$ cat src/e2lc_pkg.sv
// ----------------------------------------------------------------------------
// e2lc_pkg - shared types and constants for the epoch to calendar converter
// Field widths, controller states, datapath operations and the month table.
// ----------------------------------------------------------------------------
`default_nettype none

package e2lc_pkg;

	// field widths
	localparam int EPOCH_W  = 32;
	localparam int OFFSET_W = 17;
	localparam int YEAR_W   = 11;
	localparam int MONTH_W  = 4;
	localparam int MDAY_W   = 5;
	localparam int HOUR_W   = 5;
	localparam int MIN_W    = 6;
	localparam int SEC_W    = 6;
	localparam int WDAY_W   = 3;
	localparam int YDAY_W   = 9;

	// working widths
	localparam int NUM_W   = 33;  // biased seconds, always positive
	localparam int DAYS_W  = 16;  // days since 1901-01-01
	localparam int SOD_W   = 17;  // seconds of the day
	localparam int SOH_W   = 12;  // seconds of the hour
	localparam int HPROD_W = 34;
	localparam int MPROD_W = 25;

	// a day is 675 << 7 seconds: drop the low 7 bits, then divide by 675
	localparam int DAY_PRESHIFT = 7;
	localparam int DAYX_W       = NUM_W - DAY_PRESHIFT;
	localparam int DPROD_W      = 53;
	localparam int WPROD_W      = 33;
	localparam int WQ_W         = 14;

	localparam logic signed [OFFSET_W-1:0] OFFSET_RESET = 17'sd28800;

	// 1901-01-01 lies 25202 days before 1970-01-01 and was a Tuesday
	localparam logic [33:0]        EPOCH_BIAS   = 34'd2177452800;
	localparam logic [YEAR_W-1:0]  BASE_YEAR    = 11'd1901;
	localparam logic [2:0]         BASE_WEEKDAY = 3'd2;

	localparam logic [SOD_W-1:0]   SEC_PER_DAY  = 17'd86400;
	localparam logic [SOD_W-1:0]   SEC_PER_HOUR = 17'd3600;
	localparam logic [SOH_W-1:0]   SEC_PER_MIN  = 12'd60;
	localparam logic [DAYS_W-1:0]  DAYS_PER_4Y  = 16'd1461;
	localparam logic [DAYS_W-1:0]  DAYS_PER_WEEK = 16'd7;

	// floor(x * RECIP >> SHIFT) is exact over the whole input range
	localparam logic [26:0]        DAY_RECIP    = 27'd101806633;
	localparam int                 DAY_SHIFT    = 36;
	localparam logic [16:0]        WDAY_RECIP   = 17'd74899;
	localparam int                 WDAY_SHIFT   = 19;
	localparam logic [SOD_W-1:0]   HOUR_RECIP   = 17'd74566;
	localparam int                 HOUR_SHIFT   = 28;
	localparam logic [12:0]        MIN_RECIP    = 13'd4370;
	localparam int                 MIN_SHIFT    = 18;

	localparam logic [MONTH_W-1:0] LAST_MONTH   = 4'd11;

	typedef enum logic [3:0] {
		ST_IDLE,
		ST_DMUL,
		ST_DSPLIT,
		ST_HMUL,
		ST_HSPLIT,
		ST_MMUL,
		ST_MSPLIT,
		ST_YR4,
		ST_YR1,
		ST_MON,
		ST_FINISH
	} e2lc_state_t;

	typedef enum logic [3:0] {
		OP_NONE,
		OP_LOAD,
		OP_DMUL,
		OP_DSPLIT,
		OP_HMUL,
		OP_HSPLIT,
		OP_MMUL,
		OP_MSPLIT,
		OP_YR4,
		OP_YR1,
		OP_MON,
		OP_OUT
	} e2lc_op_t;

	typedef struct packed {
		e2lc_op_t op;
	} e2lc_cmd_t;

	typedef struct packed {
		logic yr4_more;
		logic yr1_more;
		logic mon_more;
	} e2lc_sts_t;

	function automatic logic [MDAY_W-1:0] month_len(input logic [MONTH_W-1:0] m,
			input logic leap);
		logic [MDAY_W-1:0] len;
		begin
			case (m)
				4'd1:                      len = leap ? 5'd29 : 5'd28;
				4'd3, 4'd5, 4'd8, 4'd10:   len = 5'd30;
				default:                   len = 5'd31;
			endcase
			return len;
		end
	endfunction

endpackage

`default_nettype wire

$ cat src/e2lc_if.sv
// ----------------------------------------------------------------------------
// e2lc interfaces - input, result and offset channels
// Valid/ready channels; a word moves when valid and ready are both high.
// ----------------------------------------------------------------------------
`default_nettype none

interface e2lc_in_if;
	import e2lc_pkg::*;
	logic                       valid;
	logic                       ready;
	logic signed [EPOCH_W-1:0]  epoch_seconds;
	modport source (output valid, output epoch_seconds, input ready);
	modport sink   (input valid, input epoch_seconds, output ready);
endinterface

interface e2lc_cfg_if;
	import e2lc_pkg::*;
	logic                       valid;
	logic                       ready;
	logic signed [OFFSET_W-1:0] utc_offset_seconds;
	modport source (output valid, output utc_offset_seconds, input ready);
	modport sink   (input valid, input utc_offset_seconds, output ready);
endinterface

interface e2lc_out_if;
	import e2lc_pkg::*;
	logic                valid;
	logic                ready;
	logic [YEAR_W-1:0]   year;
	logic [MONTH_W-1:0]  month;
	logic [MDAY_W-1:0]   day_of_month;
	logic [HOUR_W-1:0]   hour;
	logic [MIN_W-1:0]    minute;
	logic [SEC_W-1:0]    second;
	logic [WDAY_W-1:0]   weekday;
	logic [YDAY_W-1:0]   day_of_year;
	modport source (output valid, output year, output month, output day_of_month,
		output hour, output minute, output second, output weekday,
		output day_of_year, input ready);
	modport sink   (input valid, input year, input month, input day_of_month,
		input hour, input minute, input second, input weekday,
		input day_of_year, output ready);
endinterface

`default_nettype wire

$ cat src/e2lc_ctrl.sv
// ----------------------------------------------------------------------------
// e2lc_ctrl - conversion sequencer
// Steps the datapath through divide, time split, year walk and month walk.
// ----------------------------------------------------------------------------
`default_nettype none

module e2lc_ctrl (
	input  wire logic             clk,
	input  wire logic             arst_n,
	input  wire logic             in_valid,
	output logic                  in_ready,
	output logic                  out_valid,
	input  wire logic             out_ready,
	output e2lc_pkg::e2lc_cmd_t   cmd,
	input  wire e2lc_pkg::e2lc_sts_t sts
);
	import e2lc_pkg::*;

	e2lc_state_t       state_q, state_d;
	logic              out_valid_q, out_valid_d;

	always_ff @(posedge clk or negedge arst_n) begin
		if (!arst_n) begin
			state_q     <= ST_IDLE;
			out_valid_q <= 1'b0;
		end else begin
			state_q     <= state_d;
			out_valid_q <= out_valid_d;
		end
	end

	always_comb begin
		state_d     = state_q;
		cmd.op      = OP_NONE;
		in_ready    = 1'b0;
		out_valid_d = out_valid_q & ~out_ready;
		unique case (state_q)
			ST_IDLE: begin
				in_ready = 1'b1;
				if (in_valid) begin
					cmd.op  = OP_LOAD;
					state_d = ST_DMUL;
				end
			end
			ST_DMUL: begin
				cmd.op  = OP_DMUL;
				state_d = ST_DSPLIT;
			end
			ST_DSPLIT: begin
				cmd.op  = OP_DSPLIT;
				state_d = ST_HMUL;
			end
			ST_HMUL: begin
				cmd.op  = OP_HMUL;
				state_d = ST_HSPLIT;
			end
			ST_HSPLIT: begin
				cmd.op  = OP_HSPLIT;
				state_d = ST_MMUL;
			end
			ST_MMUL: begin
				cmd.op  = OP_MMUL;
				state_d = ST_MSPLIT;
			end
			ST_MSPLIT: begin
				cmd.op  = OP_MSPLIT;
				state_d = ST_YR4;
			end
			ST_YR4: begin
				cmd.op = OP_YR4;
				if (!sts.yr4_more)
					state_d = ST_YR1;
			end
			ST_YR1: begin
				cmd.op = OP_YR1;
				if (!sts.yr1_more)
					state_d = ST_MON;
			end
			ST_MON: begin
				cmd.op = OP_MON;
				if (!sts.mon_more)
					state_d = ST_FINISH;
			end
			ST_FINISH: begin
				// hold until the result register is free
				if (!out_valid_q || out_ready) begin
					cmd.op      = OP_OUT;
					out_valid_d = 1'b1;
					state_d     = ST_IDLE;
				end
			end
			default: begin
				state_d = ST_IDLE;
			end
		endcase
	end

	assign out_valid = out_valid_q;

endmodule

`default_nettype wire

$ cat src/e2lc_dp.sv
// ----------------------------------------------------------------------------
// e2lc_dp - conversion datapath
// Offset register, reciprocal day divide, reciprocal time split, year and
// month walkers and the result register.
// ----------------------------------------------------------------------------
`default_nettype none

module e2lc_dp (
	input  wire logic                              clk,
	input  wire logic                              arst_n,
	input  wire logic                              cfg_we,
	input  wire logic signed [e2lc_pkg::OFFSET_W-1:0] cfg_offset,
	input  wire logic signed [e2lc_pkg::EPOCH_W-1:0]  epoch_seconds,
	input  wire e2lc_pkg::e2lc_cmd_t               cmd,
	output e2lc_pkg::e2lc_sts_t                    sts,
	output logic [e2lc_pkg::YEAR_W-1:0]            year,
	output logic [e2lc_pkg::MONTH_W-1:0]           month,
	output logic [e2lc_pkg::MDAY_W-1:0]            day_of_month,
	output logic [e2lc_pkg::HOUR_W-1:0]            hour,
	output logic [e2lc_pkg::MIN_W-1:0]             minute,
	output logic [e2lc_pkg::SEC_W-1:0]             second,
	output logic [e2lc_pkg::WDAY_W-1:0]            weekday,
	output logic [e2lc_pkg::YDAY_W-1:0]            day_of_year
);
	import e2lc_pkg::*;

	logic signed [OFFSET_W-1:0] off_q;

	logic [NUM_W-1:0]   num_q;
	logic [DPROD_W-1:0] dprod_q;
	logic [WPROD_W-1:0] wprod_q;
	logic [SOD_W-1:0]   rem_q;
	logic [DAYS_W-1:0]  days_q;
	logic [2:0]         mod7_q;
	logic [HPROD_W-1:0] hprod_q;
	logic [MPROD_W-1:0] mprod_q;
	logic [SOH_W-1:0]   soh_q;
	logic [HOUR_W-1:0]  hour_q;
	logic [MIN_W-1:0]   min_q;
	logic [SEC_W-1:0]   sec_q;
	logic [YEAR_W-1:0]  year_q;
	logic [MONTH_W-1:0] month_q;
	logic [YDAY_W-1:0]  yday_q;

	logic [YEAR_W-1:0]  o_year_q;
	logic [MONTH_W-1:0] o_month_q;
	logic [MDAY_W-1:0]  o_mday_q;
	logic [HOUR_W-1:0]  o_hour_q;
	logic [MIN_W-1:0]   o_min_q;
	logic [SEC_W-1:0]   o_sec_q;
	logic [WDAY_W-1:0]  o_wday_q;
	logic [YDAY_W-1:0]  o_yday_q;

	logic [33:0]        biased;
	logic [DAYS_W-1:0]  days_c;
	logic [NUM_W-1:0]   day_secs;
	logic [WQ_W-1:0]    wq_c;
	logic [DAYS_W-1:0]  week_days;
	logic [3:0]         wd_sum;
	logic [HOUR_W-1:0]  hour_c;
	logic [MIN_W-1:0]   min_c;
	logic [SOD_W-1:0]   hour_secs;
	logic [SOH_W-1:0]   min_secs;
	logic               leap;
	logic [YDAY_W-1:0]  ylen;
	logic [MDAY_W-1:0]  mlen;

	always_ff @(posedge clk or negedge arst_n) begin
		if (!arst_n)
			off_q <= OFFSET_RESET;
		else if (cfg_we)
			off_q <= cfg_offset;
	end

	// bias to 1901-01-01 so the divide only ever sees a positive count
	assign biased = {{2{epoch_seconds[EPOCH_W-1]}}, epoch_seconds}
		+ {{(34-OFFSET_W){off_q[OFFSET_W-1]}}, off_q} + EPOCH_BIAS;

	assign days_c    = dprod_q[DAY_SHIFT +: DAYS_W];
	assign day_secs  = NUM_W'(days_c) * NUM_W'(SEC_PER_DAY);
	assign wq_c      = wprod_q[WDAY_SHIFT +: WQ_W];
	assign week_days = DAYS_W'(wq_c) * DAYS_PER_WEEK;
	assign wd_sum    = {1'b0, mod7_q} + {1'b0, BASE_WEEKDAY};

	assign hour_c    = hprod_q[HOUR_SHIFT +: HOUR_W];
	assign hour_secs = SOD_W'(hour_c) * SEC_PER_HOUR;
	assign min_c     = mprod_q[MIN_SHIFT +: MIN_W];
	assign min_secs  = SOH_W'(min_c) * SEC_PER_MIN;

	// every year 1901..2099 that divides by four is a leap year, 2000 included
	assign leap = (year_q[1:0] == 2'b00);
	assign ylen = leap ? 9'd366 : 9'd365;
	assign mlen = month_len(month_q, leap);

	assign sts.yr4_more = (days_q >= DAYS_PER_4Y);
	assign sts.yr1_more = (days_q >= DAYS_W'(ylen));
	assign sts.mon_more = (month_q != LAST_MONTH) && (days_q >= DAYS_W'(mlen));

	always_ff @(posedge clk) begin
		case (cmd.op)
			OP_LOAD: begin
				num_q   <= biased[NUM_W-1:0];
				year_q  <= BASE_YEAR;
				month_q <= '0;
			end
			OP_DMUL: begin
				dprod_q <= DPROD_W'(num_q[NUM_W-1:DAY_PRESHIFT]) * DPROD_W'(DAY_RECIP);
			end
			OP_DSPLIT: begin
				days_q <= days_c;
				rem_q  <= SOD_W'(num_q - day_secs);
			end
			OP_HMUL: begin
				hprod_q <= HPROD_W'(rem_q) * HPROD_W'(HOUR_RECIP);
				wprod_q <= WPROD_W'(days_q) * WPROD_W'(WDAY_RECIP);
			end
			OP_HSPLIT: begin
				hour_q <= hour_c;
				soh_q  <= SOH_W'(rem_q - hour_secs);
				mod7_q <= WDAY_W'(days_q - week_days);
			end
			OP_MMUL: begin
				mprod_q <= MPROD_W'(soh_q) * MPROD_W'(MIN_RECIP);
			end
			OP_MSPLIT: begin
				min_q <= min_c;
				sec_q <= SEC_W'(soh_q - min_secs);
			end
			OP_YR4: begin
				if (sts.yr4_more) begin
					days_q <= days_q - DAYS_PER_4Y;
					year_q <= year_q + YEAR_W'(4);
				end
			end
			OP_YR1: begin
				if (sts.yr1_more) begin
					days_q <= days_q - DAYS_W'(ylen);
					year_q <= year_q + 1'b1;
				end else begin
					yday_q <= days_q[YDAY_W-1:0];
				end
			end
			OP_MON: begin
				if (sts.mon_more) begin
					days_q  <= days_q - DAYS_W'(mlen);
					month_q <= month_q + 1'b1;
				end
			end
			OP_OUT: begin
				o_year_q  <= year_q;
				o_month_q <= month_q;
				o_mday_q  <= days_q[MDAY_W-1:0] + 1'b1;
				o_hour_q  <= hour_q;
				o_min_q   <= min_q;
				o_sec_q   <= sec_q;
				o_wday_q  <= (wd_sum >= 4'd7) ? 3'(wd_sum - 4'd7) : wd_sum[2:0];
				o_yday_q  <= yday_q;
			end
			default: begin
			end
		endcase
	end

	assign year         = o_year_q;
	assign month        = o_month_q;
	assign day_of_month = o_mday_q;
	assign hour         = o_hour_q;
	assign minute       = o_min_q;
	assign second       = o_sec_q;
	assign weekday      = o_wday_q;
	assign day_of_year  = o_yday_q;

endmodule

`default_nettype wire

$ cat src/epoch_to_local_calendar_top.sv
// ----------------------------------------------------------------------------
// epoch_to_local_calendar_top - epoch seconds to local calendar time
// Channels: cfg_ch writes the signed UTC offset in seconds (always ready,
// only to be written while the block is idle); in_ch takes a signed 32-bit
// count of seconds since 1970-01-01 UTC; out_ch returns year, month,
// day_of_month, hour, minute, second, weekday and day_of_year.
// One result word per input word. From input acceptance to result valid a
// word passes through the reciprocal divide by a day, the time split, the
// four-year steps, the single-year steps, the month steps and the hand-off
// into the output register. The year and month walkers make this time
// depend on the date. One word is converted at a time; in_ch is ready
// again in the cycle in which the result goes valid.
// The result sits in an output register, so a new word may be taken while
// a result waits; if the receiver stalls, the next conversion holds in its
// final step until the register is free.
// Reset clears the sequencer and output valid and sets the offset to +8 h.
// ----------------------------------------------------------------------------
`default_nettype none

module epoch_to_local_calendar_top (
	input  wire logic  clk,
	input  wire logic  arst_n,
	e2lc_cfg_if.sink   cfg_ch,
	e2lc_in_if.sink    in_ch,
	e2lc_out_if.source out_ch
);
	import e2lc_pkg::*;

	e2lc_cmd_t cmd;
	e2lc_sts_t sts;

	assign cfg_ch.ready = 1'b1;

	e2lc_ctrl u_ctrl (
		.clk       (clk),
		.arst_n    (arst_n),
		.in_valid  (in_ch.valid),
		.in_ready  (in_ch.ready),
		.out_valid (out_ch.valid),
		.out_ready (out_ch.ready),
		.cmd       (cmd),
		.sts       (sts)
	);

	e2lc_dp u_dp (
		.clk           (clk),
		.arst_n        (arst_n),
		.cfg_we        (cfg_ch.valid),
		.cfg_offset    (cfg_ch.utc_offset_seconds),
		.epoch_seconds (in_ch.epoch_seconds),
		.cmd           (cmd),
		.sts           (sts),
		.year          (out_ch.year),
		.month         (out_ch.month),
		.day_of_month  (out_ch.day_of_month),
		.hour          (out_ch.hour),
		.minute        (out_ch.minute),
		.second        (out_ch.second),
		.weekday       (out_ch.weekday),
		.day_of_year   (out_ch.day_of_year)
	);

endmodule

`default_nettype wire
$ cat src/flat_wrapper.sv
// flat-port wrapper written by rule: the top's interface ports become plain ports
module epoch_to_local_calendar_top_flat import e2lc_pkg::*;
  (clk, arst_n, cfg_ch_valid, cfg_ch_utc_offset_seconds, cfg_ch_ready, in_ch_valid, in_ch_epoch_seconds, in_ch_ready, out_ch_valid, out_ch_year, out_ch_month, out_ch_day_of_month, out_ch_hour, out_ch_minute, out_ch_second, out_ch_weekday, out_ch_day_of_year, out_ch_ready);
  e2lc_cfg_if cfg_ch_i ();
  e2lc_in_if in_ch_i ();
  e2lc_out_if out_ch_i ();
  input  wire logic clk;
  input  wire logic arst_n;
  input wire logic [$bits(cfg_ch_i.valid)-1:0] cfg_ch_valid;
  input wire logic [$bits(cfg_ch_i.utc_offset_seconds)-1:0] cfg_ch_utc_offset_seconds;
  output wire logic [$bits(cfg_ch_i.ready)-1:0] cfg_ch_ready;
  input wire logic [$bits(in_ch_i.valid)-1:0] in_ch_valid;
  input wire logic [$bits(in_ch_i.epoch_seconds)-1:0] in_ch_epoch_seconds;
  output wire logic [$bits(in_ch_i.ready)-1:0] in_ch_ready;
  output wire logic [$bits(out_ch_i.valid)-1:0] out_ch_valid;
  output wire logic [$bits(out_ch_i.year)-1:0] out_ch_year;
  output wire logic [$bits(out_ch_i.month)-1:0] out_ch_month;
  output wire logic [$bits(out_ch_i.day_of_month)-1:0] out_ch_day_of_month;
  output wire logic [$bits(out_ch_i.hour)-1:0] out_ch_hour;
  output wire logic [$bits(out_ch_i.minute)-1:0] out_ch_minute;
  output wire logic [$bits(out_ch_i.second)-1:0] out_ch_second;
  output wire logic [$bits(out_ch_i.weekday)-1:0] out_ch_weekday;
  output wire logic [$bits(out_ch_i.day_of_year)-1:0] out_ch_day_of_year;
  input wire logic [$bits(out_ch_i.ready)-1:0] out_ch_ready;
  assign cfg_ch_i.valid = cfg_ch_valid;
  assign cfg_ch_i.utc_offset_seconds = cfg_ch_utc_offset_seconds;
  assign cfg_ch_ready = cfg_ch_i.ready;
  assign in_ch_i.valid = in_ch_valid;
  assign in_ch_i.epoch_seconds = in_ch_epoch_seconds;
  assign in_ch_ready = in_ch_i.ready;
  assign out_ch_valid = out_ch_i.valid;
  assign out_ch_year = out_ch_i.year;
  assign out_ch_month = out_ch_i.month;
  assign out_ch_day_of_month = out_ch_i.day_of_month;
  assign out_ch_hour = out_ch_i.hour;
  assign out_ch_minute = out_ch_i.minute;
  assign out_ch_second = out_ch_i.second;
  assign out_ch_weekday = out_ch_i.weekday;
  assign out_ch_day_of_year = out_ch_i.day_of_year;
  assign out_ch_i.ready = out_ch_ready;
  epoch_to_local_calendar_top u_core (.clk(clk), .arst_n(arst_n), .cfg_ch(cfg_ch_i), .in_ch(in_ch_i), .out_ch(out_ch_i));
endmodule
$ cat config.mk
export PLATFORM = sky130hd
export DESIGN_NAME = epoch_to_local_calendar_top_flat
export DESIGN_NICKNAME = d
export VERILOG_FILES = /design/src/e2lc_pkg.sv /design/src/e2lc_if.sv /design/src/e2lc_ctrl.sv /design/src/e2lc_dp.sv /design/src/epoch_to_local_calendar_top.sv /design/src/flat_wrapper.sv
export SDC_FILE = /design/constraint.sdc
export NUM_CORES = 2
export LEC_CHECK = 0
export BUFFER_PORTS_ARGS = -buffer_cell sky130_fd_sc_hd__buf_4
export CAP_MARGIN = 25
export CORE_MARGIN = 1
export CORE_UTILIZATION = 50
export CTS_BUF_LIST = sky130_fd_sc_hd__clkbuf_8
export CTS_CLUSTER_DIAMETER = 120
export DETAILED_ROUTE_END_ITERATION = 12
export PLACE_DENSITY = 0.69
export SYNTH_ARGS = -nofsm -noshare
export SYNTH_HDL_FRONTEND = slang
export SYNTH_SLANG_ARGS = --single-unit
$ cat constraint.sdc
create_clock -name clk -period 12.9 [get_ports clk]
set_clock_uncertainty 0.2 [all_clocks]
set_input_delay 3.225 -clock clk [delete_from_list [all_inputs] [get_ports clk]]
set_output_delay 3.225 -clock clk [all_outputs]
set_load 0.1 [all_outputs]
Yosys cells after proc, flatten, opt, wreduce, memory -nomap -nowiden:

Cells that the tools add are included.

* eq/ne operators: 35
* multipliers: 8
* add/sub/neg operators: 15
* bitwise logic cells: 3
* $lt $le $gt $ge: 4
* reductions and logical operators: 14
* mux-type cells: 25

Operators by type and width (number)
* $pmux 4 s11: 2
* $pmux 16 s4: 1
* $mul 26x27->52 const B: 1
* $mux 16: 3
* $eq 4x3->1 const B: 9
* $eq 4x4->1 const B: 9
* $add 32x17->33: 1
* $add 33x33->33 const B: 1
* $mul 16x17->33 const B: 1
* $pmux 11 s3: 1
* $mul 17x16->32 const B: 1
* $mux 4: 7
* $mul 12x12->23 const B: 1
* $mux 11: 2
* $eq 4x2->1 const B: 5
* $sub 17x17->17: 1
* $ge 16x11->1 const B: 1
* $ge 16x5->1: 1
* $ge 16x9->1: 1
* $mul 16x10->10 const B: 1
* $sub 16x11->16 const B: 1
* $sub 16x5->16: 1
* $sub 16x9->16: 1
* $mul 14x3->3 const B: 1
* other kinds (36): 50

* word-level logic and storage cells: 130
* flip-flop bits (word level): 333
* input port bits: 54

Longest topological paths before layout:

* depth in word-level cells: 7
* mapped depth: 25
* depth with buffers taken out: 25

By module:

From an unflattened synthesis, not the netlist that was laid out.

* cells, all modules: 2775
* area, all modules: 29674.7 um^2

By module, submodules not included
* e2lc_dp: sequential area each 6466.2 um^2, cells an instance 2727, instances 1, area an instance 29250.6 um^2
* e2lc_ctrl: sequential area each 125.1 um^2, cells an instance 46, instances 1, area an instance 412.9 um^2
* epoch_to_local_calendar_top: sequential area each 0.0 um^2, cells an instance 2, instances 1, area an instance 11.3 um^2

Worst setup path after synthesis:

OpenSTA, ideal clock, no wires.

* kind: input -> register
* from: in out_ch_ready
* to: reg u_core.u_dp.o_mday_q[0], in the netlist u_core.u_dp.day_of_month[0], enable pin
* setup slack: 5.564 ns
* stages on the path: 2
* arrival: 6.620 ns
* buffers on the path: 0
* cell sequence: nor2b_1 -> nor3_1

* cells in the longest elaborated chain, start to end: 4

RTL lines
* start, declared: RTL line flat_wrapper.sv:24 `input wire logic [$bits(out_ch_i.ready)-1:0] out_ch_ready;`
* $logic_or 1x1->1: RTL line e2lc_ctrl.sv:86 `if (!out_valid_q || out_ready) begin`
* $mux 4: RTL line e2lc_ctrl.sv:86
* $pmux 4 s11: RTL line e2lc_ctrl.sv:37 `unique case (state_q)`
* $eq 4x4->1: RTL line e2lc_dp.sv:100 `case (cmd.op)`
* end signal, assigned: RTL line e2lc_dp.sv:152 `o_mday_q <= days_q[MDAY_W-1:0] + 1'b1;`
* end, declared: RTL line e2lc_dp.sv:47 `logic [MDAY_W-1:0] o_mday_q;`

Every way passes these cells.
A chain may end at the register's enable or synchronous reset.

Worst setup path after layout:

* from: reg u_core.u_dp.num_q[17]
* to: reg u_core.u_dp.dprod_q[51] (data pin)

* cells in the longest elaborated chain, start to end: 1

RTL lines
* start, declared: RTL line e2lc_dp.sv:29 `logic [NUM_W-1:0] num_q;`
* start signal, assigned: RTL line e2lc_dp.sv:102 `num_q <= biased[NUM_W-1:0];`
* $mul 26x27->52: RTL line e2lc_dp.sv:107 `dprod_q <= DPROD_W'(num_q[NUM_W-1:DAY_PRESHIFT]) * DPROD_W'(DAY_RECIP);`
* end signal, assigned: RTL line e2lc_dp.sv:107
* end, declared: RTL line e2lc_dp.sv:30 `logic [DPROD_W-1:0] dprod_q;`

Every way passes these cells.

==> out/results.ini <==
[status]
status = complete, no violations

[setup_path]
r2r-end = u_core.u_dp.dprod_q[51]
crit_path_cell_trace = ha_1 -> inv_1 -> fa_1 -> fa_1 -> fa_1 -> inv_1 -> fa_1 -> inv_1 -> fa_1 -> fa_1 -> inv_1 -> ha_1 -> nand3_2 -> nor4_4 -> nand2_2 -> o311a_1 -> o311a_4 -> a311oi_2 -> or3_4 -> a21oi_2 -> xnor2_1
r2r_cells = 21
regToRegStartpoint = u_core.u_dp.num_q[17]
worst-setup-path-type = flop to flop
worst_ep_required_time_ns = 12.99
r2r_setup_slack_ns = 5.47
start_kind = flop
slowest_stage = edfxtp_1
critPathMostFrequentCell = fa_1
path_delay_family = adder cells
worstPathMaxFanout = 12
worstPathArrival_ns = 7.52
slowest_delay_ns = 0.79
end_kind = flop
critPathBufInv = 4

[cells_and_area]
area_growth_pct = 9.018
final_area_um2 = 32230
final_nets = 3986
drive_gt1_share_pct = 7.813

[min_path]
min_from = u_core.u_dp.sec_q[0]
hold_depth = 0
min_path_type = flop to flop
min_to = u_core.u_dp.second[0]

[clock_tree]
cts_max_path_buffers = 3
cts_setup_buffers = 0
clk_pin_slew_ns = 0.06
clock_sinks = 223
clock_latency_ns = 0.60
cts_resized = 0
clockRootBuffer = clkbuf_8
cts_max_level = 2
cts_hold_buf = 0
cts_buffers = 40
cts_tree = yes

[timing]
clock.fmax_mhz = 134.6
finalSetupViolations = 0
rsz0062_at_grt = no
whs_ns = 0.2164
finalSetupTns_ns = 0
hold_viol = 0
timing.final.crit_share_pct = 57.57
slew_violations = 0
period_minus_slack_ns = 7.427
slew-limit-headroom_pct = 33.57
worst-slew-pin-transition_ns = 0.9928
final.setup.worst_slack_ns = 5.473

[grt]
use_met2_pct = 41.18
grtUsageMet3_pct = 3.455
grt_first_pass_wirelength_um = 113200
use_met1_pct = 31.71
grt_pass1_vias = 21690
grt_remaining_overflow = 0
track_usage_pct = 24.02
antenna_found_initial = 1
grt_max_degree = 35
busiest_layer = met2

[yosys]
yosysTopAreaCell = ha_1
netlist_instances = 2759
yosys_register_bits = 223
async_flop_share_pct = 9.865
ys_warn_count = 0
synthFlopType = edfxtp_1
yosysMostFrequentCell = ha_1
synth.avg_cell_area_um2 = 10.72
synth_area_leaders = ha_1 31%, fa_1 20%, edfxtp_1 20%
ys_seq_area_share_pct = 22.29
synthesis.area_um2 = 29570
synth_edf_count = 201
syn_nets = 3843
synth_cell_types = 70
yosys.area.top_type_share_pct = 30.81
synthTopCellsByCount = 728 x ha_1, 647 x inv_1, 302 x fa_1

[floorplanning]
ios = 106
rows = 88
fp.dieH_um = 245.2
core-area_um2 = 58030
die-area_um2 = 60110
initial_core_util_pct = 50.96
die-width_um = 245.2

[detailed_routing]
drcViolationCount = 0
wl_per_cell_um = 18.81
vias_per_cell = 5.404
dr.pass1.iters = 6
ant_nets = 0
drtIter0Drc = 1051
vias = 19990
wirelength_um = 69580

[placed_design]
post-place-ws_ns = 5.539
place.gp.congestion = 0.9528
place_area_um2 = 31380
hpwl_um = 59020
io_buffers = 104

[job]
cap_violations = 0

==> sequential cells by signal, indices dropped and copies added (netlist names), 5 cells and up <==
register,flops
u_core.u_dp.day_of_month,5
u_core.u_dp.day_of_year,9
u_core.u_dp.days_q,16
u_core.u_dp.dprod_q,16
u_core.u_dp.hour,5
u_core.u_dp.hour_q,5
u_core.u_dp.hprod_q,5
u_core.u_dp.min_q,6
u_core.u_dp.minute,6
u_core.u_dp.mprod_q,6
u_core.u_dp.num_q,33
u_core.u_dp.off_q,17
u_core.u_dp.rem_q,17
u_core.u_dp.sec_q,6
u_core.u_dp.second,6
u_core.u_dp.soh_q,12
u_core.u_dp.yday_q,9
u_core.u_dp.year,11
u_core.u_dp.year_q,11
==> cell families after synthesis <==
kind of cell               Yosys count  share of synthesized area (%)
AOI/OAI and AO/OA                  381                          8.455
xor gates and xnor gates           131                          3.880
adders and majority gates         1030                          51.25
buffers and inverters              668                          8.493
DFF                                223                          22.29
muxes                               15                         0.5670
other                                1                        0.01268
and+or+nand+nor                    310                          5.044
==> layout make-up <==
type	instances	area [um^2]
repair buffers	122	929.6
inverters	647	2429
diodes	3	7.507
clock inverters	30	260.3
well taps	765	957.2
fillers	4959	25790
multi-input cells	1868	20490
clock buffers	41	564.3
flip-flops and latches	223	6591
==> metrics by stage <==
step | instances | util (%)
2_1_floorplan | 2759 | -
3_3_place_gp | 3622 | 54.05
3_5_place_dp | 3623 | 54.07
4_1_cts | 3694 | 55.49
5_1_grt | 3697 | 55.54
6_report | 3699 | 55.55
==> worst register-to-register path, cell delays in order (launching register included) <==
cell      delay [ns]
edfxtp_1        0.79
ha_1            0.32
inv_1           0.06
fa_1            0.46
fa_1            0.49
fa_1            0.52
inv_1           0.05
fa_1            0.48
inv_1           0.06
fa_1            0.52
fa_1            0.55
inv_1           0.06
ha_1            0.34
nand3_2         0.14
nor4_4          0.45
nand2_2         0.10
o311a_1         0.46
o311a_4         0.43
a311oi_2        0.27
or3_4           0.20
a21oi_2         0.06
xnor2_1         0.12
==> how the worst max path moves through the flow <==
stage                                startpoint                     endpoint  slack [ns]  cells past startpoint
final                     u_core.u_dp.num_q[17]      u_core.u_dp.dprod_q[51]        5.47                     21
after global routing      u_core.u_dp.num_q[19]      u_core.u_dp.dprod_q[51]        5.22                     21
after CTS                 u_core.u_dp.num_q[17]      u_core.u_dp.dprod_q[51]        5.47                     21
after detailed placement  u_core.u_dp.num_q[19]      u_core.u_dp.dprod_q[51]        5.54                     21
after global placement    u_core.u_dp.num_q[19]      u_core.u_dp.dprod_q[51]        5.55                     21
after floorplan                    out_ch_ready  u_core.u_dp.day_of_month[0]        5.56                      2
==> routing by layer <==
metal,part of all wire (%),wire (um)
met1,44,30810
met2,48,33660
met3,4.9,3422
met4,2.4,1685
met5,0,0
==> cells in the final DEF (no fill, tap or decap), types with 8 or more instances in the layout <==
cell      synthesis  final
dfrtp_1          18     18
nand2_1          89     89
nand2b_1         12     12
clkbuf_8          0     42
o21ai_0          69     69
o21a_1            8      8
o22ai_1          10     10
fa_1            302    302
buf_4             1    119
xor2_1           37     37
nand3_1          31     31
and3_1            8      8
a31oi_1          14     14
nand4_1          16     16
mux2_2           14     14
a21o_1           36     36
ha_1            728    728
o211ai_1          9      9
a21oi_1         114    114
clkinv_2          0     10
nor2_1           78     78
nor3_1           26     21
inv_1           647    652
a221oi_1         12     12
a211oi_1         20     19
xnor2_1          94     94
a221o_1           9      9
nor2b_1          19     19
edfxtp_1        201    201
o21bai_1         21     21
Power is not shown: default switching activity piles up to over one toggle a cycle in this logic, so the estimate is an artifact.
